## src/rtl/fle_pkg.sv

```systemverilog
// Shared types, widths and register codes of the line filter with edge clamp.
package fle_pkg;

    localparam int OUT_W     = 43;
    localparam int IN_W      = 16;
    localparam int COEF_W    = 16;
    localparam int NUM_COEF  = 8;
    localparam int CFG_W     = 64;
    localparam int REG_IDX_W = 3;
    localparam int TAP_W     = 4;
    localparam int K_W       = 3;
    localparam int FILL_W    = 4;
    localparam int Q_DEPTH   = 4;
    // results one input word may release before the next one is parked
    localparam int RES_LIMIT = 4;

    localparam logic [REG_IDX_W-1:0] REG_COEFFS_LOW  = 3'd0;
    localparam logic [REG_IDX_W-1:0] REG_COEFFS_HIGH = 3'd1;
    localparam logic [REG_IDX_W-1:0] REG_TAP_COUNT   = 3'd2;
    localparam logic [REG_IDX_W-1:0] REG_SCALE_SHIFT = 3'd3;
    localparam logic [REG_IDX_W-1:0] REG_CLIP_ENABLE = 3'd4;
    localparam logic [REG_IDX_W-1:0] REG_MIN_VALUE   = 3'd5;
    localparam logic [REG_IDX_W-1:0] REG_MAX_VALUE   = 3'd6;

    localparam logic signed [OUT_W-1:0] MAX_VALUE_RST = 43'sd16776960;

    typedef struct packed {
        logic [IN_W-1:0] sample;
        logic            line_end;
    } in_word_t;

    typedef struct packed {
        logic signed [OUT_W-1:0] filtered;
        logic                    out_line_end;
    } out_word_t;

    typedef struct packed {
        logic [CFG_W-1:0]        coeffs_low;
        logic [CFG_W-1:0]        coeffs_high;
        logic [TAP_W-1:0]        tap_count;
        logic [3:0]              scale_shift;
        logic                    clip_enable;
        logic signed [OUT_W-1:0] min_value;
        logic signed [OUT_W-1:0] max_value;
    } cfg_t;

    // One job for the arithmetic side: where to centre, how much of the line is there
    typedef struct packed {
        logic              release_parked;
        logic              calc;
        logic              park;
        logic              is_last;
        logic [K_W-1:0]    k;
        logic [FILL_W-1:0] fill;
    } job_ctrl_t;

    function automatic logic [TAP_W-1:0] taps_used(logic [TAP_W-1:0] tap_count,
                                                   logic [TAP_W-1:0] max_taps);
        logic [TAP_W-1:0] t;
        t = tap_count;
        if (t == '0) t = 4'd1;
        if (t > max_taps) t = max_taps;
        return t;
    endfunction

endpackage

```

## src/rtl/fle_front.sv

```systemverilog
// Front end: takes sample words, keeps the window and line count, issues filter jobs.
module fle_front import fle_pkg::*; #(
    parameter int MAX_TAPS    = 8,
    parameter int SAMPLE_BITS = 16
) (
    input  logic                                  aclk,
    input  logic                                  aresetn,
    input  cfg_t                                  cfg,
    input  logic                                  s_valid,
    output logic                                  s_ready,
    input  in_word_t                              s_payload,
    output logic                                  job_push,
    output job_ctrl_t                             job_ctrl,
    output logic [MAX_TAPS-1:0][SAMPLE_BITS-1:0]  job_win,
    input  logic                                  q_full
);

    logic [MAX_TAPS-1:0][SAMPLE_BITS-1:0] win_reg, win_next;
    logic [FILL_W-1:0] fill_reg;
    logic              flush_reg;
    logic [K_W-1:0]    flush_k_reg;
    logic [FILL_W-1:0] flush_n_reg;
    logic [K_W-1:0]    flush_idx_reg;
    logic              park_pend_reg;

    logic [TAP_W-1:0] taps;
    logic [K_W-1:0]   tm1, lag, kmax;
    logic             accept;

    assign taps    = taps_used(cfg.tap_count, TAP_W'(MAX_TAPS));
    assign tm1     = K_W'(taps - 4'd1);
    assign lag     = K_W'(tm1 - (tm1 >> 1));
    assign kmax    = (fill_reg < {1'b0, lag}) ? fill_reg[K_W-1:0] : lag;
    assign s_ready = !flush_reg && !q_full;
    assign accept  = s_valid && s_ready;

    always_comb begin
        win_next[0] = s_payload.sample[SAMPLE_BITS-1:0];
        for (int j = 1; j < MAX_TAPS; j++) begin
            win_next[j] = win_reg[j-1];
        end
    end

    always_comb begin
        job_push = 1'b0;
        job_ctrl = '0;
        job_win  = win_reg;
        if (flush_reg) begin
            // drain the rest of the line end, newest position last
            job_ctrl.k       = flush_k_reg;
            job_ctrl.fill    = flush_n_reg;
            job_ctrl.calc    = 1'b1;
            job_ctrl.is_last = (flush_k_reg == '0);
            job_ctrl.park    = (flush_idx_reg == K_W'(RES_LIMIT));
            job_push         = !q_full;
        end else if (accept) begin
            job_win                 = win_next;
            job_ctrl.fill           = fill_reg;
            job_ctrl.release_parked = park_pend_reg;
            if (s_payload.line_end) begin
                job_ctrl.k       = kmax;
                job_ctrl.calc    = 1'b1;
                job_ctrl.is_last = (kmax == '0);
                job_push         = 1'b1;
            end else begin
                job_ctrl.k    = lag;
                job_ctrl.calc = (fill_reg >= {1'b0, lag});
                job_push      = job_ctrl.calc || park_pend_reg;
            end
        end
    end

    always_ff @(posedge aclk) begin
        if (!aresetn) begin
            win_reg       <= '0;
            fill_reg      <= '0;
            flush_reg     <= 1'b0;
            flush_k_reg   <= '0;
            flush_n_reg   <= '0;
            flush_idx_reg <= '0;
            park_pend_reg <= 1'b0;
        end else if (flush_reg) begin
            if (!q_full) begin
                flush_k_reg   <= K_W'(flush_k_reg - 1'b1);
                flush_idx_reg <= K_W'(flush_idx_reg + 1'b1);
                if (flush_k_reg == '0) begin
                    flush_reg <= 1'b0;
                end
                if (flush_idx_reg == K_W'(RES_LIMIT)) begin
                    park_pend_reg <= 1'b1;
                end
            end
        end else if (accept) begin
            win_reg       <= win_next;
            park_pend_reg <= 1'b0;
            if (s_payload.line_end) begin
                fill_reg <= '0;
                if (kmax != '0) begin
                    flush_reg     <= 1'b1;
                    flush_k_reg   <= K_W'(kmax - 1'b1);
                    flush_n_reg   <= fill_reg;
                    flush_idx_reg <= K_W'(1);
                end
            end else if (fill_reg != '1) begin
                fill_reg <= FILL_W'(fill_reg + 1'b1);
            end
        end
    end

    a_flush_no_park: assert property (@(posedge aclk) disable iff (!aresetn)
        flush_reg |-> !park_pend_reg) else $error("parked result pending during a flush");

endmodule

```

## config.mk

```make
export PLATFORM = sky130hd
export DESIGN_NAME = fle_front
export DESIGN_NICKNAME = d
export VERILOG_FILES = /design/src/rtl/fle_pkg.sv /design/src/rtl/fle_front.sv
export SDC_FILE = /design/constraint.sdc
export NUM_CORES = 1
export LEC_CHECK = 0
export ABC_AREA = 1
export BUFFER_PORTS_ARGS = -buffer_cell sky130_fd_sc_hd__buf_2
export CAP_MARGIN = 30
export CORE_AREA = 2 2 151 153
export CTS_CLUSTER_DIAMETER = 150
export DETAILED_ROUTE_END_ITERATION = 10
export DIE_AREA = 0 0 153 155
export PLACE_DENSITY_LB_ADDON = 0.25
export SETUP_SLACK_MARGIN = 0.15
export SLEW_MARGIN = 20
export SYNTH_ARGS = -nofsm -noshare
export SYNTH_HDL_FRONTEND = slang
export SYNTH_SLANG_ARGS = --single-unit
```

## constraint.sdc

```tcl
create_clock -name aclk -period 3.45 [get_ports aclk]
set_input_delay 0.345 -clock aclk [delete_from_list [all_inputs] [get_ports aclk]]
set_output_delay 0.345 -clock aclk [all_outputs]
set_load 0.03 [all_outputs]
```

# Word-level counts from Yosys, hierarchy flattened
# Index checks and enable logic that the tools add are counted.
# Widths: inputs -> output; s select.
op_classes:
  bitwise: 1
  n_div: 0
  n_lt_le_gt_ge: 3
  reduce_logical: 17
  shifts: 0
  n_eq_ne: 4
  n_mux: 39
  n_mul: 0
  addsub: 6
op_table:
  columns: ["operator", "n"]
  rows:
  - ["$mux 128", 2]
  - ["$mux 3", 13]
  - ["$mux 1", 18]
  - ["$mux 8", 2]
  - ["$mux 4", 3]
  - ["$sub 3x1->3 const B", 3]
  - ["$reduce_and 4->1", 2]
  - ["$reduce_bool 2->1", 4]
  - ["$logic_not 3->1", 2]
  - ["$reduce_and 3->1", 2]
  - ["$add 4x1->4 const B", 1]
  - ["$ge 4x3->1", 1]
  - ["$gt 4x4->1 const B", 1]
  - ["$logic_not 4->1", 1]
  - ["$lt 4x3->1", 1]
  - ["$ne 4x4->1 const B", 1]
  - ["$add 3x1->3 const B", 1]
  - ["$eq 3x3->1 const B", 1]
  - ["$reduce_bool 3->1", 1]
  - ["$sub 3x2->3", 1]
  - ["$logic_and 1x1->1", 2]
  - ["$logic_not 1->1", 2]
  - ["$mux 2", 1]
  - ["$ne 2x1->1 const B", 1]
  - ["3 further kinds", 3]
word_totals:
  out_inout_bits: 141
  inputBits: 244
  romBits: 0
  regBits: 144
  latchBits: 0
  word_cells: 84
  mem_bits_rw: 0
  n_memories: 0

# Depth between registers and ports, before layout
depth:
  ltp_word: 13
  depth_mapped: 27
  mapped_depth_nobuf: 27

# Worst setup path before layout
# OpenSTA, ideal clock, no wires.
synth_path:
  kind: "input to output"
  startpoint: "input cfg[92] (netlist name)"
  endpoint: "output job_ctrl[5] (netlist name)"
  n_path_buf: 0
  path_stages: 17
  slack_ns: 0.012
  arrival_time_ns: 3.093
  required_ns: 3.105
  path_cell_list: "inv_1 -> nor2_1 -> inv_1 -> ha_1 -> inv_1 -> nand2_2 -> nand2_2 -> ha_1 -> a21oi_1 -> nand2_2 -> and2_2 -> ha_1 -> nand2_1 -> nand3_1 -> nand2_2 -> nor2_1 -> o21ai_0"
synth_rtl:
  columns: ["item", "line", "text"]
  rows:
  - ["start: declaration", "fle_front.sv:8", "input cfg_t cfg,"]
  - ["end: declaration", "fle_front.sv:13", "output job_ctrl_t job_ctrl,"]

==> results by group <==
Status
  – Outcome: finished clean

Worst setup path
  – Crit start category: input port
  – Worst Reg-to-Reg Cells: 16
  – Worst R2R Start: fill_reg[1]
  – Worst Path Max Fanout: 4
  – Crit path capture type: primary output
  – FF-to-FF End: flush_k_reg[2]
  – Data required time of the worst path: 3.11 ns
  – WP data arrival: 2.81 ns
  – Setup slack, reg-to-reg: 1.21 ns
  – Type of the worst setup path: in -> out

Placement
  – Routability cong.: 0.800
  – Post-DP Area: 7580 um2
  – Post-detail-place hpwl: 11800 um
  – # port buffers: 165

Routing
  – Iter 0 DRT Violations: 334
  – Total Wirelength: 17300 um
  – ANT nets after route: 0
  – DRT Pass-1 Iters: 4
  – Vias: 5700
  – Drt drc: 0
  – DR vias/cell: 4.27
  – DR WL/cell: 13.0 um

Cells and area
  – Inserted Diodes: 0
  – Fin area: 8270 um2
  – Fraction of layout cells with a size suffix above 1: 30.4%
  – Syn-to-layout area delta: 28.8%
  – Max FFs per register: 112
  – Final-stage net count: 1292

Floorplanning
  – # rows: 55
  – Starting Density: 28.9%
  – Core area: 22200 um2
  – Die Footprint: 23700 um2
  – Die H: 155 um
  – Die width: 153 um
  – Ports: 385

Logic synthesis
  – Simple-Gate Fraction of Synth Area: 28.3%
  – Main combinational cell family by area after synthesis: simple AND/OR/NAND/NOR gates
  – Mapped Area: 6420 um2
  – Asr flop ratio synth: 0%
  – Post-Synthesis Cells: 877
  – Post-synthesis sequential area ratio: 44.9%
  – Post-synth EDFFs: 0
  – Post-Syn Nets: 1131
  – Post-synthesis average cell area: 7.32 um2
  – Top-area cell type share of the netlist area: 44.9%
  – Synth Area in Compound Gates: 12.3%
  – Synth warn: 0
  – Post-synthesis mux area share: 0%
  – Seq cells post-synth: 144
  – Top_reg_cell synth: dfxtp_1
  – Yosys cell types: 33
  – Synth Area in Adders: 1.95%
  – Top cells by area, synth: dfxtp_1 45%, inv_1 9.1%, nor2_1 8.5%
  – Cell taking the most area after synthesis: dfxtp_1
  – Post-Synth XOR/XNOR Area: 0.136%

Global routing
  – Overflow after GRT: 0
  – Initial antenna violation count: 3
  – Largest net degree at the start of global routing: 85
  – First-pass GRT wire length: 28100 um
  – Vias in the first global route: 5283
  – GRT Overall Usage: 14.8%

Timing
  – Post-route clock period utilization: 91.3%
  – Max Clk Rate: 317 MHz
  – Final Max Slew Viols: 0
  – Rel. slew slack: 51.4%
  – Worst Hold Slack: 0.215 ns
  – RSZ-0062 raised after global routing: no
  – Slew @ Worst Pin: 0.729 ns
  – Clock Skew: 0.00829 ns
  – Tmin final: 3.15 ns
  – Final Setup Violations: 0
  – Hold Fails Final Rpt: 0

Clocking
  – Max clock buf depth: 2
  – Clock sinks: 144
  – Clock latency on the worst-skew pair: 0.41 ns
  – CTS clk-pin slew, worst paths: 0.06 ns
  – Hold_buf cts: 0
  – Clock tree from TritonCTS: built
  – Clock root buffer master: clkbuf_16
  – H-tree Lvls: 4
  – Total CTS buffers: 17

Hold path
  – HP Class: in -> reg
  – Hold Crit Start: s_payload[6]
  – Number of cells on the worst hold path: 3
  – WHS Endpoint: win_next[21]

Pwr
  – Leakage: 0.00464 uW
  – Power per cell area: 572 nW/um2
  – Maximum vdd drop: 0.307 mV
  – Power, Total: 4730 uW

Job
  – Max Cap Viol: 0
==> worst max path at each step <==
stage,end,from,slack [ns]
after floorplan,job_ctrl[4],cfg[92],0.21
after global placement,job_ctrl[7],cfg[94],-0.02
after detailed placement,flush_idx_reg[0],cfg[94],-0.06
after CTS,job_ctrl[5],cfg[94],0.16
after global routing,job_ctrl[4],cfg[93],0.14
final,job_ctrl[7],cfg[93],0.30
==> through the flow <==
stage               cells  utilization [%]  TNS, ns  setup WS [ns]
floorplan             877                -        0          0.210
global placement     1300             34.1  -0.0864        -0.0248
detailed placement   1300             34.1   -0.298        -0.0556
CTS                  1331             36.6        0          0.163
global route         1335             37.2        0          0.143
finish               1335             37.2        0          0.299
==> area by class of cell <==
class	instances	area, um2
Inverter	160	604
Sequential cell	144	2880
Multi-Input combinational cell	528	2850
Clock inverter	10	81.3
Timing Repair Buffer	187	1050
Clock buffer	21	450
Tap cell	285	357
Fill cell	2372	14000
==> what timing repair did <==
item,in CTS,in global routing
setup buffers,0,4
pin swaps,2,16
gates resized for setup,8,28
setup endpoints to repair,6,6
==> where the power goes <==
part	internal, uW	switching [uW]	total [uW]
clock	944	738	1680
combinational	405	818	1220
sequential	1780	51.5	1830
==> critical path: stages <==
cell and delay (ns):
buf_6 0.10, inv_2 0.05, a31oi_1 0.08, nor2_1 0.16, inv_1 0.10, ha_4 0.26, inv_1 0.05, ha_4 0.24
a21oi_4 0.16, nand2_2 0.07, and2_4 0.17, ha_4 0.16, nor2_4 0.15, nand2_4 0.10, nand2_4 0.07, nand2_4 0.06
nor2_4 0.12, nand2_4 0.07, o22ai_4 0.13, buf_6 0.15
==> kinds of logic (layout without fill, tap and decap cells) <==
logic type / after synthesis / after routing
AND/OR/NAND/NOR: 363 / 363
buffers and inverters: 205 / 378
AO/OA/AOI/OAI: 154 / 154
flip-flops: 144 / 144
adder cells (fa/ha/maj): 10 / 10
XOR/XNOR: 1 / 1
==> cells in the mapped netlist, types with 11 or more instances <==
master	number
or2_0	28
o21ai_0	96
or2_2	65
nor2_1	146
clkbuf_1	34
dfxtp_1	144
nand2_1	46
nand3_1	19
o21ai_1	40
or2_1	35
a21oi_1	11
inv_1	156
==> metal layers <==
metal | track usage [%] | vias up | routed length, um
li1 | - | 3003 | -
met1 | 22.5 | 2500 | 9200
met2 | 18.7 | 171 | 6430
met3 | 5.32 | 20 | 1440
met4 | 5.34 | 6 | 218
met5 | 0 | - | 31
==> cell usage in the layout, fill, tap and decap left out, types with 3 or more instances in the layout <==
cell type and n:
clkinvlp_4 4, nand2_1 41, ha_4 3, buf_6 4, a21oi_1 10, nand3_1 19, nand2_2 8, nand2_4 9
nor2_4 4, dfxtp_1 144, or2_1 35, or2_0 28, inv_1 151, clkbuf_16 17, buf_4 23, inv_2 7
or2_2 65, buf_2 158, o21ai_1 41, ha_1 7, clkbuf_1 3, nor2_1 146, o21ai_0 95
No activity file was read; power rests on OpenSTA's default activity.
