## src/rtl/fle_pkg.sv

```systemverilog
// Shared types, widths and register codes of the line filter with edge clamp.
package fle_pkg;

    localparam int OUT_W     = 43;
    localparam int IN_W      = 16;
    localparam int COEF_W    = 16;
    localparam int NUM_COEF  = 8;
    localparam int CFG_W     = 64;
    localparam int REG_IDX_W = 3;
    localparam int TAP_W     = 4;
    localparam int K_W       = 3;
    localparam int FILL_W    = 4;
    localparam int Q_DEPTH   = 4;
    // results one input word may release before the next one is parked
    localparam int RES_LIMIT = 4;

    localparam logic [REG_IDX_W-1:0] REG_COEFFS_LOW  = 3'd0;
    localparam logic [REG_IDX_W-1:0] REG_COEFFS_HIGH = 3'd1;
    localparam logic [REG_IDX_W-1:0] REG_TAP_COUNT   = 3'd2;
    localparam logic [REG_IDX_W-1:0] REG_SCALE_SHIFT = 3'd3;
    localparam logic [REG_IDX_W-1:0] REG_CLIP_ENABLE = 3'd4;
    localparam logic [REG_IDX_W-1:0] REG_MIN_VALUE   = 3'd5;
    localparam logic [REG_IDX_W-1:0] REG_MAX_VALUE   = 3'd6;

    localparam logic signed [OUT_W-1:0] MAX_VALUE_RST = 43'sd16776960;

    typedef struct packed {
        logic [IN_W-1:0] sample;
        logic            line_end;
    } in_word_t;

    typedef struct packed {
        logic signed [OUT_W-1:0] filtered;
        logic                    out_line_end;
    } out_word_t;

    typedef struct packed {
        logic [CFG_W-1:0]        coeffs_low;
        logic [CFG_W-1:0]        coeffs_high;
        logic [TAP_W-1:0]        tap_count;
        logic [3:0]              scale_shift;
        logic                    clip_enable;
        logic signed [OUT_W-1:0] min_value;
        logic signed [OUT_W-1:0] max_value;
    } cfg_t;

    // One job for the arithmetic side: where to centre, how much of the line is there
    typedef struct packed {
        logic              release_parked;
        logic              calc;
        logic              park;
        logic              is_last;
        logic [K_W-1:0]    k;
        logic [FILL_W-1:0] fill;
    } job_ctrl_t;

    function automatic logic [TAP_W-1:0] taps_used(logic [TAP_W-1:0] tap_count,
                                                   logic [TAP_W-1:0] max_taps);
        logic [TAP_W-1:0] t;
        t = tap_count;
        if (t == '0) t = 4'd1;
        if (t > max_taps) t = max_taps;
        return t;
    endfunction

endpackage

```

## src/rtl/fle_queue.sv

```systemverilog
// Short job queue between the front and the arithmetic back end.
module fle_queue import fle_pkg::*; #(
    parameter int DATA_W = 8
) (
    input  logic              aclk,
    input  logic              aresetn,
    input  logic              push,
    input  logic [DATA_W-1:0] wr_data,
    output logic              full,
    input  logic              pop,
    output logic [DATA_W-1:0] rd_data,
    output logic              empty
);

    localparam int PTR_W = $clog2(Q_DEPTH);

    logic [DATA_W-1:0] mem_reg [Q_DEPTH];
    logic [PTR_W-1:0]  wr_ptr_reg, rd_ptr_reg;
    logic [PTR_W:0]    count_reg;

    assign full    = (count_reg == (PTR_W+1)'(Q_DEPTH));
    assign empty   = (count_reg == '0);
    assign rd_data = mem_reg[rd_ptr_reg];

    always_ff @(posedge aclk) begin
        if (push) begin
            mem_reg[wr_ptr_reg] <= wr_data;
        end
    end

    always_ff @(posedge aclk) begin
        if (!aresetn) begin
            wr_ptr_reg <= '0;
            rd_ptr_reg <= '0;
            count_reg  <= '0;
        end else begin
            if (push) wr_ptr_reg <= PTR_W'(wr_ptr_reg + 1'b1);
            if (pop)  rd_ptr_reg <= PTR_W'(rd_ptr_reg + 1'b1);
            if (push && !pop)      count_reg <= (PTR_W+1)'(count_reg + 1'b1);
            else if (!push && pop) count_reg <= (PTR_W+1)'(count_reg - 1'b1);
        end
    end

    a_no_push_full: assert property (@(posedge aclk) disable iff (!aresetn)
        push |-> !full) else $error("job pushed into a full queue");
    a_no_pop_empty: assert property (@(posedge aclk) disable iff (!aresetn)
        pop |-> !empty) else $error("job popped from an empty queue");

endmodule

```

## config.mk

```make
export PLATFORM = sky130hd
export DESIGN_NAME = fle_queue
export DESIGN_NICKNAME = d
export VERILOG_FILES = /design/src/rtl/fle_pkg.sv /design/src/rtl/fle_queue.sv
export SDC_FILE = /design/constraint.sdc
export NUM_CORES = 1
export LEC_CHECK = 0
export ABC_AREA = 1
export ABC_CLOCK_PERIOD_IN_PS = 1300
export BUFFER_PORTS_ARGS = -buffer_cell sky130_fd_sc_hd__buf_4
export CAP_MARGIN = 15
export CORE_MARGIN = 2
export CORE_UTILIZATION = 53
export CTS_BUF_LIST = sky130_fd_sc_hd__clkbuf_4
export DETAILED_ROUTE_END_ITERATION = 6
export PLACE_DENSITY_LB_ADDON = 0.05
export SLEW_MARGIN = 10
export SYNTH_ARGS = -nofsm -noshare
export SYNTH_HDL_FRONTEND = slang
export SYNTH_SLANG_ARGS = --single-unit
```

## constraint.sdc

```tcl
create_clock -name aclk -period 1.3 [get_ports aclk]
set_clock_uncertainty 0.15 [all_clocks]
set_input_delay 0.26 -clock aclk [delete_from_list [all_inputs] [get_ports aclk]]
set_output_delay 0.26 -clock aclk [all_outputs]
set_load 0.01 [all_outputs]
```

* Word level (Yosys, flattened, before mapping)
Memories as Yosys holds them, arrays and structs flattened. A register that Yosys moved wholly into a read port is not among the register bits.
Index checks and enable logic that the tools add are counted.
** Word-level totals
- Register bits :: 7
- Output and inout bits :: 10
- Bits in writable memories :: 32
- Memories :: 1
- Word-level logic and storage cells :: 21
- Input bits :: 12
** Memory list
- mem_reg :: words 4, bits a word 8, rd ports 1, clocked after memory_dff 1, wr ports 1, line fle_queue.sv:17 : logic [DATA_W-1:0] mem_reg [Q_DEPTH];
** Cells by class
- Add/sub/neg operators :: 4
- Muxes and demuxes :: 6
- Reductions and logical operators :: 6
- Eq/ne operators :: 1
** Operators with widths (number)
- 3-bit two-way mux :: 2
- 2-bit by 1-bit adder with 2-bit output, second input constant :: 2
- 2-bit two-way mux :: 2
- 3-bit by 1-bit adder with 3-bit output, second input constant :: 1
- 3-bit equality test, second input constant :: 1
- 3-bit logical NOT :: 1
- 3-bit by 1-bit subtractor with 3-bit output, second input constant :: 1
- 1-bit logical AND :: 2
- 1-bit logical NOT :: 2
- 1-bit two-way mux :: 2
- 2-bit nonzero test :: 1

* Depth between registers and ports, before layout
Gate-level depths: netlist (run 1).
- Depth in word-level cells :: 4
- Gate-level depth with buffers :: 10
- Gate-level depth less buffers :: 10

* Worst setup path after synthesis (run 1)
Ideal clock, no wire load.
- Path type :: input to register
- Start :: input pop
- End :: register count_reg[2]
- Setup time :: 0.110 ns
- Required time :: 1.040 ns
- Buffers on the path :: 0
- Setup slack :: -0.111 ns
- Stages :: 10
- Arrival time :: 1.151 ns
- Cell sequence :: inv_1 ha_1 inv_1 fa_1 inv_1 nand2_1 nand3_1 nand2_1 inv_1 nor2_1
** On the way
- Word-level cells in the longest chain between the ends :: 3
- Elaborated cells between the ends (all ways) :: 5
- Those cells by class :: mux (1); reduce/logical (4)
** RTL lines
- start, declared :: line fle_queue.sv:10 : input logic pop,
- 1-bit logical NOT :: line fle_queue.sv:39 : if (push && !pop) count_reg <= (PTR_W+1)'(count_reg + 1'b1);
- 1-bit logical AND :: line fle_queue.sv:39
- 3-bit two-way mux or 2-bit nonzero test (tied branches)
- end signal, assigned :: line fle_queue.sv:39
- end signal, assigned :: line fle_queue.sv:40 : else if (!push && pop) count_reg <= (PTR_W+1)'(count_reg - 1'b1);
- end, declared :: line fle_queue.sv:19 : logic [PTR_W:0] count_reg;
Several ways; a longest one is shown, not always the timed one.
A chain may end at the register's enable or synchronous reset.

==> flow_summary.json, run 1 <==
{
  "required_ps": 890,
  "core_um2": 3000,
  "ios": 22,
  "final_cell_area_um2": 2350,
  "cts.path.max_buffers": 2,
  "path_buf_inv": 2,
  "drtAntennaViolNets": 0,
  "synth_edf_count": 32,
  "largest_register_ffs": 32,
  "power.switching_mw": 0.668,
  "fillerInstances": 193,
  "min-delay-start": "aresetn",
  "drt_iter0_markers": 36,
  "rows": 20,
  "syn_nets": 152,
  "global_route.usage.total_pct": 20.1,
  "ff2ff_path_depth": 7,
  "cts_inserted_buffers": 5,
  "crit_type": "reg2out",
  "cap_violations": 0,
  "vias": 1140,
  "clk_latency_ps": 340,
  "ff_latch_area_um2": 1160,
  "whs_path_depth": 3,
  "syn_avg_cell_area_um2": 12.2,
  "cts-root-buf": "clkbuf_4",
  "multi_input_area_um2": 495,
  "nNetsFinal": 207,
  "total_power_mw": 2.86,
  "die_width_um": 59.6,
  "yosysSeqAreaShare_pct": 69.6,
  "avgViaCountPerCell": 5.11,
  "synth_ff_type": "edfxtp_1",
  "hpwl_um": 2290,
  "cts_sinks": 41,
  "yosys-top-cells-area": "edfxtp_1, dfxtp_1, o21ai_0",
  "p_clk_share_pct": 27.8,
  "synth_top_area_cell": "edfxtp_1",
  "worst_pin_slew_ps": 319,
  "cts_max_level": 2,
  "reg2reg_from": "count_reg[0]$_SDFFE_PN0P_",
  "arrival_ps": 1290,
  "switching_share_pct": 23.4,
  "setup_slack_ps": -404,
  "hold_class": "in2reg",
  "antenna_found_initial": 0,
  "synth_area_um2": 1640,
  "seq_power_share_pct": 53.7,
  "min_period_ps": 1700,
  "fmax_mhz": 587,
  "antennaDiodeCount": 0,
  "drive_above_1_share_pct": 44.7,
  "synth_seq_cells": 41,
  "crit_chain": "buf_8 -> o21ai_1 -> o22ai_1 -> buf_4",
  "outcome": "complete, but fails checks",
  "yosys.cell_count.top_type": "edfxtp_1",
  "netlist_top_cells_count": "edfxtp_1, nor2_1, o21ai_0",
  "netlist.area_leader.share_pct": 58.6,
  "syn2layout_area_growth_pct": 43.2,
  "grt_pass1_wl_um": 4940,
  "cp-end-kind": "output pin",
  "violations": "negative setup slack",
  "ff2ff_setup_slack_ps": -120,
  "maxSlewHeadroom_pct": 78.5,
  "start_kind": "flop",
  "peakVddDrop_v": 0.000875,
  "port_buffers": 21,
  "cp_top_family": "flip-flops",
  "slowest_stage": "dfxtp_4",
  "fin_crit_sh_pct": 131,
  "start_util_pct": 54.6,
  "grt_setup_unrepaired": "yes",
  "power.leakage_nw": 0.946,
  "synthArstFlopShare_pct": 0,
  "routedWlPerCell_um": 14.3,
  "drt_pass1_iterations": 4,
  "grt_pass1_vias": 1125,
  "hold_viol_final": 0,
  "gr-total-overflow": 0,
  "drcViolationCount": 0,
  "die_h_um": 59.6,
  "synthCells": 134,
  "ys_types": 18,
  "place_area_um2": 2000,
  "combPwrFrac_pct": 18.5,
  "grt_start_max_net_pins": 14,
  "reg2reg_to": "count_reg[2]$_SDFFE_PN0P_",
  "drv_slew": 0,
  "hold_end": "count_reg[2]$_SDFFE_PN0P_",
  "setup_viol": 12,
  "dieArea_um2": 3550,
  "pwr_density_cell_nw_per_um2": 1220,
  "cp_max_fo": 12,
  "clkTransAtPathRegs_ps": 120,
  "cts_tree": "yes",
  "critical-path-max-stage-delay_ps": 400,
  "intPower_mw": 2.19,
  "place_congestion": 0.712,
  "routed_wl_um": 3190,
  "ys_warn_count": 0
}
==> layout make-up <==
class	instances	area share, %
inverters	17	3.89
well taps	33	1.76
clock inverters	2	1.49
repair buffers	50	20.4
multi-input cells	74	21.1
clock buffers	6	1.92
flip-flops and latches	41	49.4
==> worst max path at each step <==
stage | start | endpoint | cells past startpoint
floorplan | pop | count_reg[2]$_SDFFE_PN0P_ | 10
global placement | pop | count_reg[2]$_SDFFE_PN0P_ | 11
detailed placement | pop | count_reg[2]$_SDFFE_PN0P_ | 11
CTS | flop | rd_data[7] | 4
global route | flop | rd_data[4] | 4
finish | flop | rd_data[7] | 4
==> power groups by stage <==
stage	registers, mW	clock network [mW]	logic, mW
floorplan	1.54	0	0.200
global route	1.54	0.883	0.578
finish	1.53	0.796	0.528
detailed placement	1.54	0	0.422
global placement	1.54	0	0.395
CTS	1.53	0.822	0.486
==> routing by layer <==
layer | part of all wire, % | GRT usage, %
met5 | 0 | 0
met4 | 1.3 | 6.67
met3 | 2.6 | 6.55
met2 | 56 | 37.4
met1 | 40 | 21.1
==> per-stage QoR <==
| step | utilization (%) | cells | setup WS [ps] | hold slack, ps | setup TNS [ps] |
|---|---|---|---|---|---|
| after floorplan | - | 134 | -21.1 | 209 | -30.0 |
| after global placement | 66.7 | 204 | -206 | 281 | -922 |
| after detailed placement | 66.7 | 204 | -263 | 285 | -1530 |
| after CTS | 74.7 | 222 | -412 | 28.2 | -3730 |
| after global routing | 78.2 | 223 | -481 | 18.3 | -4350 |
| final | 78.2 | 223 | -404 | 32.0 | -3490 |
==> kinds of logic after synthesis <==
| logic type | count (synthesis) | synth area share [%] |
|---|---|---|
| flops | 41 | 69.6 |
| simple gates | 34 | 8.63 |
| compound gates | 34 | 11.5 |
| fa+ha+maj | 6 | 5.04 |
| buf+inv | 19 | 5.27 |
==> tightest hold or removal path, stage by stage <==
cell,delay [ps]
buf_4,140
nand2_1,60
nor2_1,40
==> what timing repair did <==
action                                 in CTS  in global routing
endpoints found under the hold margin      32                  0
pin swaps                                   8                  7
setup endpoints to repair                  28                 36
hold buffers                                8                  0
setup buffers                               2                  0
gates cloned                                0                  1
resized for setup                          29                 29
==> layout by cell type (no fill, tap or decap), types with 2 or more instances in the layout <==
cell type | synthesis | final
nor2_2 | 3 | 3
o22ai_2 | 0 | 2
ha_4 | 0 | 3
buf_6 | 2 | 9
dfxtp_4 | 0 | 4
o21ai_1 | 2 | 8
nor2_1 | 18 | 18
nand2_1 | 9 | 9
o21ai_0 | 18 | 8
o21ai_2 | 2 | 6
a21oi_1 | 4 | 4
o22ai_1 | 8 | 6
inv_4 | 0 | 2
buf_4 | 0 | 29
ha_1 | 5 | 2
buf_12 | 0 | 2
dfxtp_1 | 9 | 2
edfxtp_1 | 32 | 32
dlygate4sd3_1 | 0 | 8
inv_1 | 16 | 6
inv_2 | 1 | 6
clkbuf_4 | 0 | 6
dfxtp_2 | 0 | 3
inv_6 | 0 | 2
(Power assumes the default switching activity.)
==> inputs of run 2 (changes only) <==
--- a/config.mk
+++ b/config.mk
@@ -13,6 +13,7 @@
 export CORE_UTILIZATION = 53
 export CTS_BUF_LIST = sky130_fd_sc_hd__clkbuf_4
 export DETAILED_ROUTE_END_ITERATION = 6
+export HOLD_SLACK_MARGIN = 0.12
 export PLACE_DENSITY_LB_ADDON = 0.05
 export SLEW_MARGIN = 10
 export SYNTH_ARGS = -nofsm -noshare
==> run 2 against run 1 <==
The flow still finishes with violations (negative setup slack). Flip-flop and latch count stayed put. Wire length is 2.3% higher. Clock-buffer cell count stayed put. Sequential share of layout area is 0.42 points lower. Largest cell class unchanged.
==> flow_summary.json, run 2 (synthesized netlist as in run 1, its figures left out) <==
{
  "global_route.usage.total_pct": 20.3,
  "die_width_um": 59.6,
  "maxSlewHeadroom_pct": 78.2,
  "hold_class": "in2reg",
  "nNetsFinal": 209,
  "cts_tree": "yes",
  "grt_setup_unrepaired": "yes",
  "reg2reg_from": "count_reg[0]$_SDFFE_PN0P_",
  "drt_pass1_iterations": 4,
  "grt_start_max_net_pins": 14,
  "antenna_found_initial": 0,
  "grt_pass1_wl_um": 4990,
  "syn2layout_area_growth_pct": 44.4,
  "cts-root-buf": "clkbuf_4",
  "start_kind": "flop",
  "port_buffers": 21,
  "die_h_um": 59.6,
  "peakVddDrop_v": 0.000877,
  "total_power_mw": 2.87,
  "grt_pass1_vias": 1143,
  "min_period_ps": 1710,
  "cts_max_level": 2,
  "required_ps": 890,
  "hpwl_um": 2290,
  "drv_slew": 0,
  "crit_type": "reg2out",
  "cp_max_fo": 12,
  "fin_crit_sh_pct": 131,
  "outcome": "complete, but fails checks",
  "pre_cts_slack_ps": -263,
  "drt_iter0_markers": 30,
  "setup_tns_ps": -3510,
  "avgViaCountPerCell": 5.18,
  "cp_top_family": "flip-flops",
  "cp-end-kind": "output pin",
  "gr-total-overflow": 0,
  "place_congestion": 0.712,
  "setup_viol": 12,
  "hold_end": "count_reg[1]$_SDFFE_PN0P_",
  "ff2ff_path_depth": 7,
  "dieArea_um2": 3550,
  "cts_sinks": 41,
  "hold_ws_ps": 188,
  "critical-path-max-stage-delay_ps": 400,
  "cap_violations": 0,
  "path_buf_inv": 2,
  "ff2ff_setup_slack_ps": -110,
  "arrival_ps": 1300,
  "drcViolationCount": 0,
  "dpl.cell_count": 204,
  "pwr_density_cell_nw_per_um2": 1210,
  "cts.path.max_buffers": 2,
  "vias": 1166,
  "final_cell_mix": "edfxtp_1, buf_4, nor2_1, dlygate4sd3_1",
  "clk_latency_ps": 340,
  "final_common_cell": "edfxtp_1",
  "fmax_mhz": 586,
  "whs_path_depth": 4,
  "power.leakage_nw": 0.955,
  "antennaDiodeCount": 0,
  "core_um2": 3000,
  "violations": "negative setup slack",
  "crit_chain": "buf_8 -> o21ai_1 -> o22ai_1 -> buf_4",
  "cts_inserted_buffers": 5,
  "start_util_pct": 54.6,
  "worst_pin_slew_ps": 323,
  "ios": 22,
  "routed_wl_um": 3260,
  "drtAntennaViolNets": 0,
  "largest_register_ffs": 32,
  "drive_above_1_share_pct": 43.8,
  "setup_slack_ps": -406,
  "fillerInstances": 186,
  "hold_viol_final": 0,
  "slowest_stage": "dfxtp_4",
  "reg2reg_to": "count_reg[2]$_SDFFE_PN0P_",
  "routedWlPerCell_um": 14.5,
  "rows": 20,
  "min-delay-start": "push",
  "instances_no_fill": 225,
  "clkTransAtPathRegs_ps": 120
}
## run 2: cell types whose count changed in the layout (fill, tap and decap cells not counted)
cell,change
inv_1,+1
dlygate4sd3_1,+2
inv_2,-1
## run 2: cell type report
| class | instances | area (µm²) | share of cell area [%] |
|---|---|---|---|
| Tap cell | 33 | 41.3 | 1.74 |
| Inverter | 17 | 91.3 | 3.86 |
| Multi-Input combinational cell | 74 | 495 | 20.9 |
| Sequential cell | 41 | 1160 | 49.0 |
| Clock buffer | 6 | 45.0 | 1.90 |
| Clock inverter | 2 | 35.0 | 1.48 |
| Timing Repair Buffer | 52 | 499 | 21.1 |
## run 2: timing repair
item	in CTS	in global routing
buffers inserted	2	0
endpoints found under the setup margin	28	36
hold buffers	10	0
resized for setup	29	28
cloned	0	1
endpoints found under the hold margin	41	0
pin swaps	8	7
## run 2: how the worst max path moves through the flow
stage	depth (start not counted)	endpoint	slack, ps
6_report	4	rd_data[7]	-410
5_1_grt	4	rd_data[4]	-480
4_1_cts	4	rd_data[7]	-410
3_5_place_dp	11	count_reg[2]$_SDFFE_PN0P_	-260
3_3_place_gp	11	count_reg[2]$_SDFFE_PN0P_	-210
2_1_floorplan	10	count_reg[2]$_SDFFE_PN0P_	-20
## run 2: stage by stage
step	util, %	area (µm²)
after global placement	66.7	2000
after floorplan	-	1670
after global routing	78.8	2370
after CTS	75.3	2260
final	78.8	2370
after detailed placement	66.7	2000
## run 2: where the power goes
group	switching, mW	internal (mW)	leakage (nW)
Clock	0.377	0.424	0.0456
Combinational	0.249	0.285	0.538
Sequential	0.0487	1.49	0.372
Total	0.675	2.19	0.955
## run 2: routing by layer
metal / part of all wire, % / global-route usage (%)
met5: 0 / 0
met4: 1.3 / 6.67
met3: 2.5 / 6.55
met2: 56 / 38.1
met1: 40 / 20.9
## run 2: worst min-delay path, stage by stage
cell and delay, ps:
buf_4 100, ha_4 140, o21ai_1 70, nor2_1 90
